==> config.mk <==
export PLATFORM = sky130hd
export DESIGN_NAME = gyro_step_counter
export DESIGN_NICKNAME = d
export VERILOG_FILES = /design/src/sv/gsc_pkg.sv /design/src/sv/gsc_lane.sv /design/src/sv/gsc_merge.sv /design/src/sv/gyro_step_counter.sv
export SDC_FILE = /design/constraint.sdc
export NUM_CORES = 2
export LEC_CHECK = 0
export BUFFER_PORTS_ARGS = -buffer_cell sky130_fd_sc_hd__clkbuf_2
export CORE_MARGIN = 2
export CORE_UTILIZATION = 41
export CTS_CLUSTER_DIAMETER = 60
export DETAILED_ROUTE_END_ITERATION = 10
export SLEW_MARGIN = 20
export SYNTH_ARGS = -nofsm -noshare
export SYNTH_HDL_FRONTEND = slang
export SYNTH_SLANG_ARGS = --single-unit
==> constraint.sdc <==
create_clock -name clk -period 21.3 [get_ports clk]
set_input_delay 2.13 -clock clk [delete_from_list [all_inputs] [get_ports clk]]
set_output_delay 2.13 -clock clk [all_outputs]
set_load 0.005 [all_outputs]
==> src/sv/gsc_pkg.sv <==
// ----------------------------------------------------------------------------
// gsc_pkg
// Types, codes and helpers shared by the gyro step counter modules.
// ----------------------------------------------------------------------------
package gsc_pkg;

    localparam int RATE_W     = 16;
    localparam int WEIGHT_W   = 8;
    localparam int WINDOW_W   = 8;
    localparam int COUNT_W    = 16;
    localparam int AXIS_W     = 2;
    localparam int NUM_AXES   = 3;
    localparam int CFG_IDX_W  = 2;
    localparam int CFG_DATA_W = 16;

    localparam int SAMPLES_PER_AVERAGE_DEF = 4;

    // Axis codes
    localparam logic [AXIS_W-1:0] AXIS_NONE = 2'd0;
    localparam logic [AXIS_W-1:0] AXIS_X    = 2'd1;
    localparam logic [AXIS_W-1:0] AXIS_Y    = 2'd2;
    localparam logic [AXIS_W-1:0] AXIS_Z    = 2'd3;

    // Configuration register indexes
    localparam logic [CFG_IDX_W-1:0] REG_MIN_VARIATION = 2'd0;
    localparam logic [CFG_IDX_W-1:0] REG_MAX_VARIATION = 2'd1;
    localparam logic [CFG_IDX_W-1:0] REG_ACTIVE_WINDOW = 2'd2;

    // Reset values of the configuration registers
    localparam logic [RATE_W-1:0]   MIN_VARIATION_RST = 16'd0;
    localparam logic [RATE_W-1:0]   MAX_VARIATION_RST = 16'hFFFF;
    localparam logic [WINDOW_W-1:0] ACTIVE_WINDOW_RST = 8'd10;

    typedef struct packed {
        logic signed [RATE_W-1:0] rate_x;
        logic signed [RATE_W-1:0] rate_y;
        logic signed [RATE_W-1:0] rate_z;
    } in_item_t;

    typedef struct packed {
        logic signed [RATE_W-1:0] avg_x;
        logic signed [RATE_W-1:0] avg_y;
        logic signed [RATE_W-1:0] avg_z;
        logic [AXIS_W-1:0]        active_axis;
        logic                     step_seen;
        logic [COUNT_W-1:0]       step_total;
    } out_item_t;

    // Stage strobes from the top level to each lane
    typedef struct packed {
        logic acc;      // sample taken, average not complete
        logic close;    // sample taken, average complete
        logic div_en;   // divide stage loads
        logic upd_en;   // update stage loads
    } lane_ctl_t;

    // Per-axis state seen by the merge stage
    typedef struct packed {
        logic signed [RATE_W-1:0] curr;
        logic signed [RATE_W-1:0] prev;
        logic signed [RATE_W-1:0] high;
        logic signed [RATE_W-1:0] low;
        logic [RATE_W-1:0]        chg;
    } lane_res_t;

    // Axis code of the strictly largest of three values, AXIS_NONE on a tie
    function automatic logic [AXIS_W-1:0] strict_max3(
        input logic [RATE_W-1:0] a,
        input logic [RATE_W-1:0] b,
        input logic [RATE_W-1:0] c
    );
        logic [AXIS_W-1:0] res;
        if (a > b && a > c)
        begin
            res = AXIS_X;
        end
        else if (b > a && b > c)
        begin
            res = AXIS_Y;
        end
        else if (c > a && c > b)
        begin
            res = AXIS_Z;
        end
        else
        begin
            res = AXIS_NONE;
        end
        return res;
    endfunction

endpackage

==> src/sv/gsc_lane.sv <==
// ----------------------------------------------------------------------------
// gsc_lane
// One axis: sample accumulator, constant divider, variation check and peaks.
// ----------------------------------------------------------------------------
module gsc_lane #(
    parameter int SAMPLES_PER_AVERAGE = gsc_pkg::SAMPLES_PER_AVERAGE_DEF
) (
    input  logic                              clk,
    input  logic                              rst_n,
    input  gsc_pkg::lane_ctl_t                ctl,
    input  logic signed [gsc_pkg::RATE_W-1:0] rate,
    input  logic [gsc_pkg::RATE_W-1:0]        min_variation,
    input  logic [gsc_pkg::RATE_W-1:0]        max_variation,
    output gsc_pkg::lane_res_t                res
);

    localparam int RW        = gsc_pkg::RATE_W;
    localparam int LOG_N     = $clog2(SAMPLES_PER_AVERAGE);
    localparam int SUM_W     = RW + LOG_N;
    localparam int DIV_SHIFT = SUM_W + LOG_N;
    localparam int RECIP_W   = SUM_W + 1;
    localparam int PROD_W    = SUM_W + RECIP_W;
    localparam longint unsigned RECIP_L =
        ((64'd1 << DIV_SHIFT) + 64'(SAMPLES_PER_AVERAGE) - 64'd1)
        / 64'(SAMPLES_PER_AVERAGE);
    localparam logic [RECIP_W-1:0] RECIP = RECIP_W'(RECIP_L);

    logic signed [SUM_W-1:0] sum_reg;
    logic signed [SUM_W-1:0] sum_full_reg;
    logic signed [RW-1:0]    avg_reg;
    logic signed [RW-1:0]    curr_reg;
    logic signed [RW-1:0]    prev_reg;
    logic signed [RW-1:0]    high_reg;
    logic signed [RW-1:0]    low_reg;
    logic [RW-1:0]           chg_reg;

    logic signed [SUM_W-1:0] sum_next;
    logic [SUM_W-1:0]        abs_sum;
    logic [PROD_W-1:0]       prod;
    logic [RW:0]             quot;
    logic [RW:0]             quot_neg;
    logic signed [RW-1:0]    avg_next;
    logic [RW:0]             diff;
    logic [RW:0]             diff_neg;
    logic [RW-1:0]           chg_abs;
    logic                    chg_ok;
    logic signed [RW-1:0]    curr_next;

    assign sum_next = sum_reg + SUM_W'(rate);

    // Accumulate the window; hand the full sum to the divider on its last beat
    always_ff @(posedge clk or negedge rst_n)
    begin
        if (!rst_n)
        begin
            sum_reg <= '0;
        end
        else if (ctl.close)
        begin
            sum_reg <= '0;
        end
        else if (ctl.acc)
        begin
            sum_reg <= sum_next;
        end
    end

    always_ff @(posedge clk)
    begin
        if (ctl.close)
        begin
            sum_full_reg <= sum_next;
        end
    end

    // Divide by the window length: reciprocal multiply on the magnitude,
    // then restore the sign so the quotient truncates toward zero
    always_comb
    begin
        abs_sum  = sum_full_reg[SUM_W-1] ? SUM_W'(-sum_full_reg) : SUM_W'(sum_full_reg);
        prod     = PROD_W'(abs_sum) * PROD_W'(RECIP);
        quot     = prod[DIV_SHIFT +: RW+1];
        quot_neg = ~quot + 1'b1;
        avg_next = sum_full_reg[SUM_W-1] ? quot_neg[RW-1:0] : quot[RW-1:0];
    end

    always_ff @(posedge clk)
    begin
        if (ctl.div_en)
        begin
            avg_reg <= avg_next;
        end
    end

    // Variation check against the current average, full 16-bit magnitude
    always_comb
    begin
        diff      = {avg_reg[RW-1], avg_reg} - {curr_reg[RW-1], curr_reg};
        diff_neg  = ~diff + 1'b1;
        chg_abs   = diff[RW] ? diff_neg[RW-1:0] : diff[RW-1:0];
        chg_ok    = (chg_abs >= min_variation) && (chg_abs <= max_variation);
        curr_next = chg_ok ? avg_reg : curr_reg;
    end

    always_ff @(posedge clk or negedge rst_n)
    begin
        if (!rst_n)
        begin
            curr_reg <= '0;
            prev_reg <= '0;
            high_reg <= '0;
            low_reg  <= '0;
            chg_reg  <= '0;
        end
        else if (ctl.upd_en)
        begin
            prev_reg <= curr_reg;
            curr_reg <= curr_next;
            chg_reg  <= chg_ok ? chg_abs : '0;
            if (curr_next > high_reg)
            begin
                high_reg <= curr_next;
            end
            if (curr_next < low_reg)
            begin
                low_reg <= curr_next;
            end
        end
    end

    assign res.curr = curr_reg;
    assign res.prev = prev_reg;
    assign res.high = high_reg;
    assign res.low  = low_reg;
    assign res.chg  = chg_reg;

    a_peaks_bound_curr: assert property (
        @(posedge clk) disable iff (!rst_n)
        (high_reg >= curr_reg) && (low_reg <= curr_reg)
    ) else $error("lane peaks do not bound the current average");

    a_peaks_straddle_zero: assert property (
        @(posedge clk) disable iff (!rst_n)
        !high_reg[RW-1] && (low_reg[RW-1] || low_reg == '0)
    ) else $error("lane peaks left their zero start");

endmodule

==> src/sv/gsc_merge.sv <==
// ----------------------------------------------------------------------------
// gsc_merge
// Combines the three lanes: activity weights, axis election, step detection
// and the result register.
// ----------------------------------------------------------------------------
module gsc_merge (
    input  logic                                clk,
    input  logic                                rst_n,
    input  logic                                go,
    input  gsc_pkg::lane_res_t                  lane_res [gsc_pkg::NUM_AXES],
    input  logic [gsc_pkg::WINDOW_W-1:0]        active_window,
    input  logic                                out_stall,
    output logic                                out_valid,
    output gsc_pkg::out_item_t                  out_data
);

    localparam int RW = gsc_pkg::RATE_W;
    localparam int WW = gsc_pkg::WEIGHT_W;
    localparam int NA = gsc_pkg::NUM_AXES;

    logic [gsc_pkg::WINDOW_W-1:0] window_reg;
    logic [WW-1:0]                weight_reg [NA];
    logic [gsc_pkg::AXIS_W-1:0]   elect_reg;
    logic [gsc_pkg::COUNT_W-1:0]  count_reg;
    logic                         out_valid_reg;
    gsc_pkg::out_item_t           out_data_reg;

    logic [gsc_pkg::WINDOW_W-1:0] window_inc;
    logic                         elect_fire;
    logic [gsc_pkg::WINDOW_W-1:0] window_next;
    logic [WW-1:0]                weight_base [NA];
    logic [WW-1:0]                weight_next [NA];
    logic [gsc_pkg::AXIS_W-1:0]   pick;
    logic [gsc_pkg::AXIS_W-1:0]   elect_next;
    gsc_pkg::lane_res_t           sel;
    logic signed [RW:0]           pk_sum;
    logic [RW:0]                  pk_adj;
    logic signed [RW-1:0]         mid;
    logic                         step;
    logic [gsc_pkg::COUNT_W-1:0]  count_next;

    always_comb
    begin
        window_inc  = window_reg + 1'b1;
        elect_fire  = (window_inc >= active_window);
        window_next = elect_fire ? '0 : window_inc;

        elect_next = elect_fire
            ? gsc_pkg::strict_max3(RW'(weight_reg[0]), RW'(weight_reg[1]), RW'(weight_reg[2]))
            : elect_reg;

        // Election clears the weights before this update's change is scored
        pick = gsc_pkg::strict_max3(lane_res[0].chg, lane_res[1].chg, lane_res[2].chg);
        for (int i = 0; i < NA; i++)
        begin
            weight_base[i] = elect_fire ? '0 : weight_reg[i];
            weight_next[i] = weight_base[i];
            if (pick == gsc_pkg::AXIS_W'(i + 1) && weight_base[i] != '1)
            begin
                weight_next[i] = weight_base[i] + 1'b1;
            end
        end

        case (elect_next)
            gsc_pkg::AXIS_X: sel = lane_res[0];
            gsc_pkg::AXIS_Y: sel = lane_res[1];
            gsc_pkg::AXIS_Z: sel = lane_res[2];
            default:         sel = '0;
        endcase

        // Midpoint of the peaks, truncated toward zero
        pk_sum = {sel.high[RW-1], sel.high} + {sel.low[RW-1], sel.low};
        pk_adj = pk_sum + {{RW{1'b0}}, pk_sum[RW]};
        mid    = pk_adj[RW:1];

        step = (elect_next != gsc_pkg::AXIS_NONE)
            && (((sel.prev < mid) && (sel.curr > mid))
             || ((sel.prev > mid) && (sel.curr < mid)));
        count_next = count_reg + gsc_pkg::COUNT_W'(step);
    end

    always_ff @(posedge clk or negedge rst_n)
    begin
        if (!rst_n)
        begin
            window_reg <= '0;
            elect_reg  <= gsc_pkg::AXIS_NONE;
            count_reg  <= '0;
            for (int i = 0; i < NA; i++)
            begin
                weight_reg[i] <= '0;
            end
        end
        else if (go)
        begin
            window_reg <= window_next;
            elect_reg  <= elect_next;
            count_reg  <= count_next;
            for (int i = 0; i < NA; i++)
            begin
                weight_reg[i] <= weight_next[i];
            end
        end
    end

    always_ff @(posedge clk or negedge rst_n)
    begin
        if (!rst_n)
        begin
            out_valid_reg <= 1'b0;
        end
        else if (go)
        begin
            out_valid_reg <= 1'b1;
        end
        else if (!out_stall)
        begin
            out_valid_reg <= 1'b0;
        end
    end

    always_ff @(posedge clk)
    begin
        if (go)
        begin
            out_data_reg.avg_x       <= lane_res[0].curr;
            out_data_reg.avg_y       <= lane_res[1].curr;
            out_data_reg.avg_z       <= lane_res[2].curr;
            out_data_reg.active_axis <= elect_next;
            out_data_reg.step_seen   <= step;
            out_data_reg.step_total  <= count_next;
        end
    end

    assign out_valid = out_valid_reg;
    assign out_data  = out_data_reg;

    // At most one weight point per update since the last election
    a_weights_bounded: assert property (
        @(posedge clk) disable iff (!rst_n)
        (10'(weight_reg[0]) + 10'(weight_reg[1]) + 10'(weight_reg[2]))
            <= (10'(window_reg) + 10'd1)
    ) else $error("activity weights exceed updates in window");

endmodule

==> src/sv/gyro_step_counter.sv <==
// ----------------------------------------------------------------------------
// gyro_step_counter
// Pedometer on raw three-axis gyro samples: per-axis averaging lanes feed a
// merge stage that elects the most active axis and counts midpoint crossings.
// ----------------------------------------------------------------------------
//  channel | direction | handshake              | beat
//  --------+-----------+------------------------+------------------------------
//  in      | input     | in_valid / in_stall    | one gyro sample (in_item_t)
//  out     | output    | out_valid / out_stall  | one update (out_item_t)
//  cfg     | input     | cfg_wr_en              | cfg_index, cfg_data
//
//  One sample per cycle unless stalled. Every SAMPLES_PER_AVERAGE samples
//  make one result, which goes from the closing sample through the sum register,
//  reciprocal divider, variation/peak update, merge and result register.
//  Reset clears all but staged data; no clearing pass, first beat next cycle.
//  out_stall backs up through per-stage valid bits; in_stall rises only on
//  a sample that closes an average while the divider stage cannot load.
// ----------------------------------------------------------------------------
module gyro_step_counter #(
    parameter int SAMPLES_PER_AVERAGE = gsc_pkg::SAMPLES_PER_AVERAGE_DEF
) (
    input  logic                               clk,
    input  logic                               rst_n,
    input  logic                               in_valid,
    output logic                               in_stall,
    input  gsc_pkg::in_item_t                  in_data,
    output logic                               out_valid,
    input  logic                               out_stall,
    output gsc_pkg::out_item_t                 out_data,
    input  logic                               cfg_wr_en,
    input  logic [gsc_pkg::CFG_IDX_W-1:0]      cfg_index,
    input  logic [gsc_pkg::CFG_DATA_W-1:0]     cfg_data
);

    localparam int NA    = gsc_pkg::NUM_AXES;
    localparam int IDX_W = (SAMPLES_PER_AVERAGE > 1) ? $clog2(SAMPLES_PER_AVERAGE) : 1;
    localparam logic [IDX_W-1:0] LAST_IDX = IDX_W'(SAMPLES_PER_AVERAGE - 1);

    logic [gsc_pkg::RATE_W-1:0]   min_var_reg;
    logic [gsc_pkg::RATE_W-1:0]   max_var_reg;
    logic [gsc_pkg::WINDOW_W-1:0] window_len_reg;
    logic [IDX_W-1:0]             idx_reg;
    logic                         v1_reg;
    logic                         v2_reg;
    logic                         v3_reg;

    logic                         last;
    logic                         take;
    logic                         fire2;
    logic                         fire3;
    logic                         fire4;
    logic                         rdy1;
    logic                         rdy2;
    logic                         rdy3;
    gsc_pkg::lane_ctl_t           ctl;
    gsc_pkg::lane_res_t           lane_res [NA];
    logic signed [gsc_pkg::RATE_W-1:0] lane_rate [NA];

    // Config writes
    always_ff @(posedge clk or negedge rst_n)
    begin
        if (!rst_n)
        begin
            min_var_reg    <= gsc_pkg::MIN_VARIATION_RST;
            max_var_reg    <= gsc_pkg::MAX_VARIATION_RST;
            window_len_reg <= gsc_pkg::ACTIVE_WINDOW_RST;
        end
        else if (cfg_wr_en)
        begin
            case (cfg_index)
                gsc_pkg::REG_MIN_VARIATION: min_var_reg    <= cfg_data;
                gsc_pkg::REG_MAX_VARIATION: max_var_reg    <= cfg_data;
                gsc_pkg::REG_ACTIVE_WINDOW: window_len_reg <= cfg_data[gsc_pkg::WINDOW_W-1:0];
                default: ;
            endcase
        end
    end

    // Stage handshake: each stage loads when empty or when it drains
    always_comb
    begin
        fire4 = v3_reg && (!out_valid || !out_stall);
        rdy3  = !v3_reg || fire4;
        fire3 = v2_reg && rdy3;
        rdy2  = !v2_reg || fire3;
        fire2 = v1_reg && rdy2;
        rdy1  = !v1_reg || fire2;

        last     = (idx_reg == LAST_IDX);
        in_stall = last && !rdy1;
        take     = in_valid && !in_stall;

        ctl.acc    = take && !last;
        ctl.close  = take && last;
        ctl.div_en = fire2;
        ctl.upd_en = fire3;
    end

    always_ff @(posedge clk or negedge rst_n)
    begin
        if (!rst_n)
        begin
            idx_reg <= '0;
            v1_reg  <= 1'b0;
            v2_reg  <= 1'b0;
            v3_reg  <= 1'b0;
        end
        else
        begin
            if (take)
            begin
                idx_reg <= last ? '0 : idx_reg + 1'b1;
            end
            if (ctl.close)
            begin
                v1_reg <= 1'b1;
            end
            else if (fire2)
            begin
                v1_reg <= 1'b0;
            end
            if (fire2)
            begin
                v2_reg <= 1'b1;
            end
            else if (fire3)
            begin
                v2_reg <= 1'b0;
            end
            if (fire3)
            begin
                v3_reg <= 1'b1;
            end
            else if (fire4)
            begin
                v3_reg <= 1'b0;
            end
        end
    end

    assign lane_rate[0] = in_data.rate_x;
    assign lane_rate[1] = in_data.rate_y;
    assign lane_rate[2] = in_data.rate_z;

    for (genvar g = 0; g < NA; g++)
    begin : g_lane
        gsc_lane #(
            .SAMPLES_PER_AVERAGE (SAMPLES_PER_AVERAGE)
        ) u_lane (
            .clk           (clk),
            .rst_n         (rst_n),
            .ctl           (ctl),
            .rate          (lane_rate[g]),
            .min_variation (min_var_reg),
            .max_variation (max_var_reg),
            .res           (lane_res[g])
        );
    end

    gsc_merge u_merge (
        .clk           (clk),
        .rst_n         (rst_n),
        .go            (fire4),
        .lane_res      (lane_res),
        .active_window (window_len_reg),
        .out_stall     (out_stall),
        .out_valid     (out_valid),
        .out_data      (out_data)
    );

    a_stall_only_on_close: assert property (
        @(posedge clk) disable iff (!rst_n)
        in_stall |-> (idx_reg == LAST_IDX)
    ) else $error("input stalled on a sample that does not close an average");

    a_step_needs_axis: assert property (
        @(posedge clk) disable iff (!rst_n)
        (out_valid && out_data.step_seen) |-> (out_data.active_axis != gsc_pkg::AXIS_NONE)
    ) else $error("step reported with no elected axis");

    a_result_needs_pipe: assert property (
        @(posedge clk) disable iff (!rst_n)
        $rose(out_valid) |-> $past(v3_reg)
    ) else $error("result appeared without a pending update");

endmodule
==> impl_summary.log <==
INFO  metric initial_utilization = 41.42%
INFO  metric setup-violations-final = 0
INFO  metric initialDrtViolationCount = 2266
INFO  metric critical-path-top-delay-family = simple AND/OR/NAND/NOR gates
INFO  metric cts_clk_pin_slew_worst_paths = 0.06 ns
INFO  metric grt_first_pass_wirelength = 170.1 mm
INFO  metric overflow = 0
INFO  metric yosysMostFrequentCell = sky130_fd_sc_hd__ha_1
INFO  metric drt-vias-per-instance = 5.525
INFO  metric max_freq = 89.48 MHz
INFO  metric synth.area.top_cells = sky130_fd_sc_hd__dfrtp_1 (24%), sky130_fd_sc_hd__ha_1 (13%), sky130_fd_sc_hd__edfxtp_1 (13%), sky130_fd_sc_hd__mux2_2 (4.5%), sky130_fd_sc_hd__xnor2_1 (3.9%)
INFO  metric num_vias = 29800
INFO  metric dieHeight = 308.5 µm
INFO  metric port_buffers = 139
INFO  metric synth_area_per_cell = 9.565 µm²
INFO  metric min_period = 11.18 ns
INFO  metric antenna_found_initial = 1
INFO  metric routed_wire_length_per_instance = 20.39 µm
INFO  metric synthTopCellsByCount = sky130_fd_sc_hd__ha_1 (406), sky130_fd_sc_hd__nand2_1 (376), sky130_fd_sc_hd__dfrtp_1 (372)
INFO  metric critical_path_class = reg2reg
INFO  metric synth.yosys.warnings = 0
INFO  metric drt_wl_total = 110.0 mm
INFO  metric crit_required = 21.83 ns
INFO  metric postPlaceCellArea = 40040 µm²
INFO  metric synth_sequential_area_ratio = 39.07%
INFO  metric largest_register_ff_count = 67
INFO  metric io-pin-count = 140
INFO  metric synth_top_area_cell = sky130_fd_sc_hd__dfrtp_1
INFO  metric post-route-drc-count = 0
INFO  metric detail_route.first_pass.iterations = 8
INFO  metric post_cts_hold_buffer_count = 0
INFO  metric grt_max_degree = 159
INFO  metric overall_die_area = 95190 µm²
INFO  metric worstPathBufferInverterCount = 4
INFO  metric sum_neg_setup_slack = 0 ns
INFO  metric dpl.hpwl = 84.88 mm
INFO  metric worst_clock_skew = 0.03222 ns
INFO  metric fin_nets = 4574
INFO  metric final_hold_viol_count = 0
INFO  metric worst_setup_path_start_kind = flop
INFO  metric ys_async_rst_share = 69.77%
INFO  metric critical-path-slowest-cell = sky130_fd_sc_hd__buf_4
INFO  metric transition_time_at_the_pin_with_the_least_slew_margin = 1.066 ns
INFO  metric min-delay-path-class = reg2reg
INFO  metric critPathCaptureType = flop
INFO  metric timing.final.crit_share = 52.47%
INFO  metric synth.ff_latch_count = 559
INFO  metric clock_latency = 0.64 ns
INFO  metric gp_routability_congestion = 0.9396
INFO  metric synth-main-ff-cell = sky130_fd_sc_hd__dfrtp_1
INFO  metric synth_largest_type_area_fraction = 24.48%
INFO  metric tritoncts = done
INFO  metric run_status = finished clean
INFO  metric core_area = 91800 µm²
INFO  metric postCtsResizedCells = 0
INFO  metric clk_root_buffer_cell = sky130_fd_sc_hd__clkbuf_16
INFO  metric detail-route-antenna-nets = 0
INFO  metric synthesis.nets = 4459
INFO  metric yosys.cell_types.count = 119
INFO  metric drv.max_cap_violation_count = 0
INFO  metric post_synth_edffs = 169
INFO  metric floorplan.die.width = 308.5 µm
INFO  metric clock_tree.htree_level_count = 3
INFO  metric cts_sinks = 559
INFO  metric max_root_sink_buffers = 3
INFO  metric maxSlewHeadroom = 28.15%
INFO  metric rsz0062_at_grt = no
INFO  metric layout_cells_sized_above_1 = 13.68%
INFO  metric synthCells = 3975
INFO  metric netlist_area_before_placement = 38020 µm²
INFO  metric grt_pass1_vias = 28660
INFO  metric final_max_slew_viol_count = 0
INFO  metric post-cts-setup-buffers = 0
INFO  metric worst_ep_arrival_time = 11.71 ns
INFO  metric groute.usage.overall = 23.19%
INFO  metric crit_path_max_fanout = 64
INFO  metric number_of_rows_in_the_core_area = 111
INFO  metric diodes = 0
INFO  metric fin_area = 42580 µm²
INFO  metric cts_inserted_buffers = 74
INFO  metric areaGrowthSynthToFinish = 11.99%
INFO  metric timing.critical_path.slowest_cell_delay = 0.56 ns
logic make-up after synthesis:
kind of cell	after synthesis	share of synthesized area, %
flip-flops	559	39.07
adder cells (fa/ha/maj)	420	13.92
AO/OA/AOI/OAI	967	16.81
buffers and inverters	484	4.962
multiplexers	187	5.426
AND/OR/NAND/NOR	1116	14.15
XOR/XNOR	242	5.653
final timing paths:
check                                                 start                            end  slack, ns  cells past startpoint
max in group asynchronous                             rst_n                 min_var_reg[7]      18.18                      2
worst min register to register  g_lane[0].u_lane.chg_reg[0]    g_lane[0].u_lane.chg_reg[0]       0.47                      2
worst max register to register        u_merge.window_reg[0]          u_merge.count_reg[14]      10.12                     45
worst max-delay path                  u_merge.window_reg[0]          u_merge.count_reg[14]      10.12                     45
worst min-delay path            g_lane[0].u_lane.chg_reg[0]    g_lane[0].u_lane.chg_reg[0]       0.47                      2
min in group asynchronous                             rst_n  g_lane[0].u_lane.curr_reg[12]       1.58                      1
metrics by stage:
stage                     std cells  worst slack (ns)  utilization (%)  hold WS, ns
after floorplan                3975             11.19                -       0.4411
after global placement         5256             10.27            43.62       0.4610
after detailed placement       5256             10.15            43.62       0.4659
after CTS                      5393             10.13            46.38       0.4791
after global routing           5394             9.264            46.38       0.5003
final                          5394             10.12            46.38       0.4735
layout by cell type, fill, tap and decap left out, types with 13 or more instances in the layout:
cell type	n
sky130_fd_sc_hd__a22o_1	68
sky130_fd_sc_hd__a21oi_1	226
sky130_fd_sc_hd__clkbuf_16	77
sky130_fd_sc_hd__nand4_1	52
sky130_fd_sc_hd__buf_4	32
sky130_fd_sc_hd__ha_1	406
sky130_fd_sc_hd__a21o_1	82
sky130_fd_sc_hd__edfxtp_1	169
sky130_fd_sc_hd__a211oi_1	23
sky130_fd_sc_hd__mux2_2	153
sky130_fd_sc_hd__a41o_1	17
sky130_fd_sc_hd__nor4_1	13
sky130_fd_sc_hd__and2_1	17
sky130_fd_sc_hd__o221a_2	17
sky130_fd_sc_hd__nand2_1	374
sky130_fd_sc_hd__a21boi_0	32
sky130_fd_sc_hd__xnor2_1	171
sky130_fd_sc_hd__dfrtp_1	372
sky130_fd_sc_hd__nor3_1	60
sky130_fd_sc_hd__dfstp_2	18
sky130_fd_sc_hd__o21ai_1	14
sky130_fd_sc_hd__nand3_1	82
sky130_fd_sc_hd__mux2i_1	34
sky130_fd_sc_hd__nor2_1	281
sky130_fd_sc_hd__and3_1	31
sky130_fd_sc_hd__o21a_1	40
sky130_fd_sc_hd__nand2b_1	33
sky130_fd_sc_hd__o21ai_0	276
sky130_fd_sc_hd__a31oi_1	22
sky130_fd_sc_hd__clkbuf_1	16
sky130_fd_sc_hd__or3_1	33
sky130_fd_sc_hd__clkbuf_2	139
sky130_fd_sc_hd__nor2b_1	51
sky130_fd_sc_hd__o31ai_1	27
sky130_fd_sc_hd__inv_1	348
sky130_fd_sc_hd__xor2_1	67
cell type report:
class                      instances  area [µm²]
multi-input combinational       2932       21350
tap                             1243        1555
sequential                       559       14860
inverter                         350        1316
fill                            8750       49220
clock inverter                    41       504.2
clock buffer                      96        2028
timing repair buffer             173       970.9
worst register-to-register path: cells and delay by family, from the launching register on:
family | cells | cell delay [ns]
xor+xnor | 3 | 0.49
simple gates | 20 | 4.51
buf+inv | 4 | 1.47
flops | 1 | 0.43
compound gates | 11 | 2.39
mux | 1 | 0.10
fa+ha+maj | 6 | 1.68
metal layers:
metal | global-route usage [%] | up-vias | share of wire (%)
li1 | - | 14460 | -
met1 | 32.60 | 14310 | 46
met2 | 35.98 | 846 | 44
met3 | 3.302 | 185 | 6.0
met4 | 9.257 | 0 | 4.0
met5 | 0 | - | 0
Power is not shown: default switching activity piles up to over one toggle a cycle in this logic, so the estimate is an artifact.
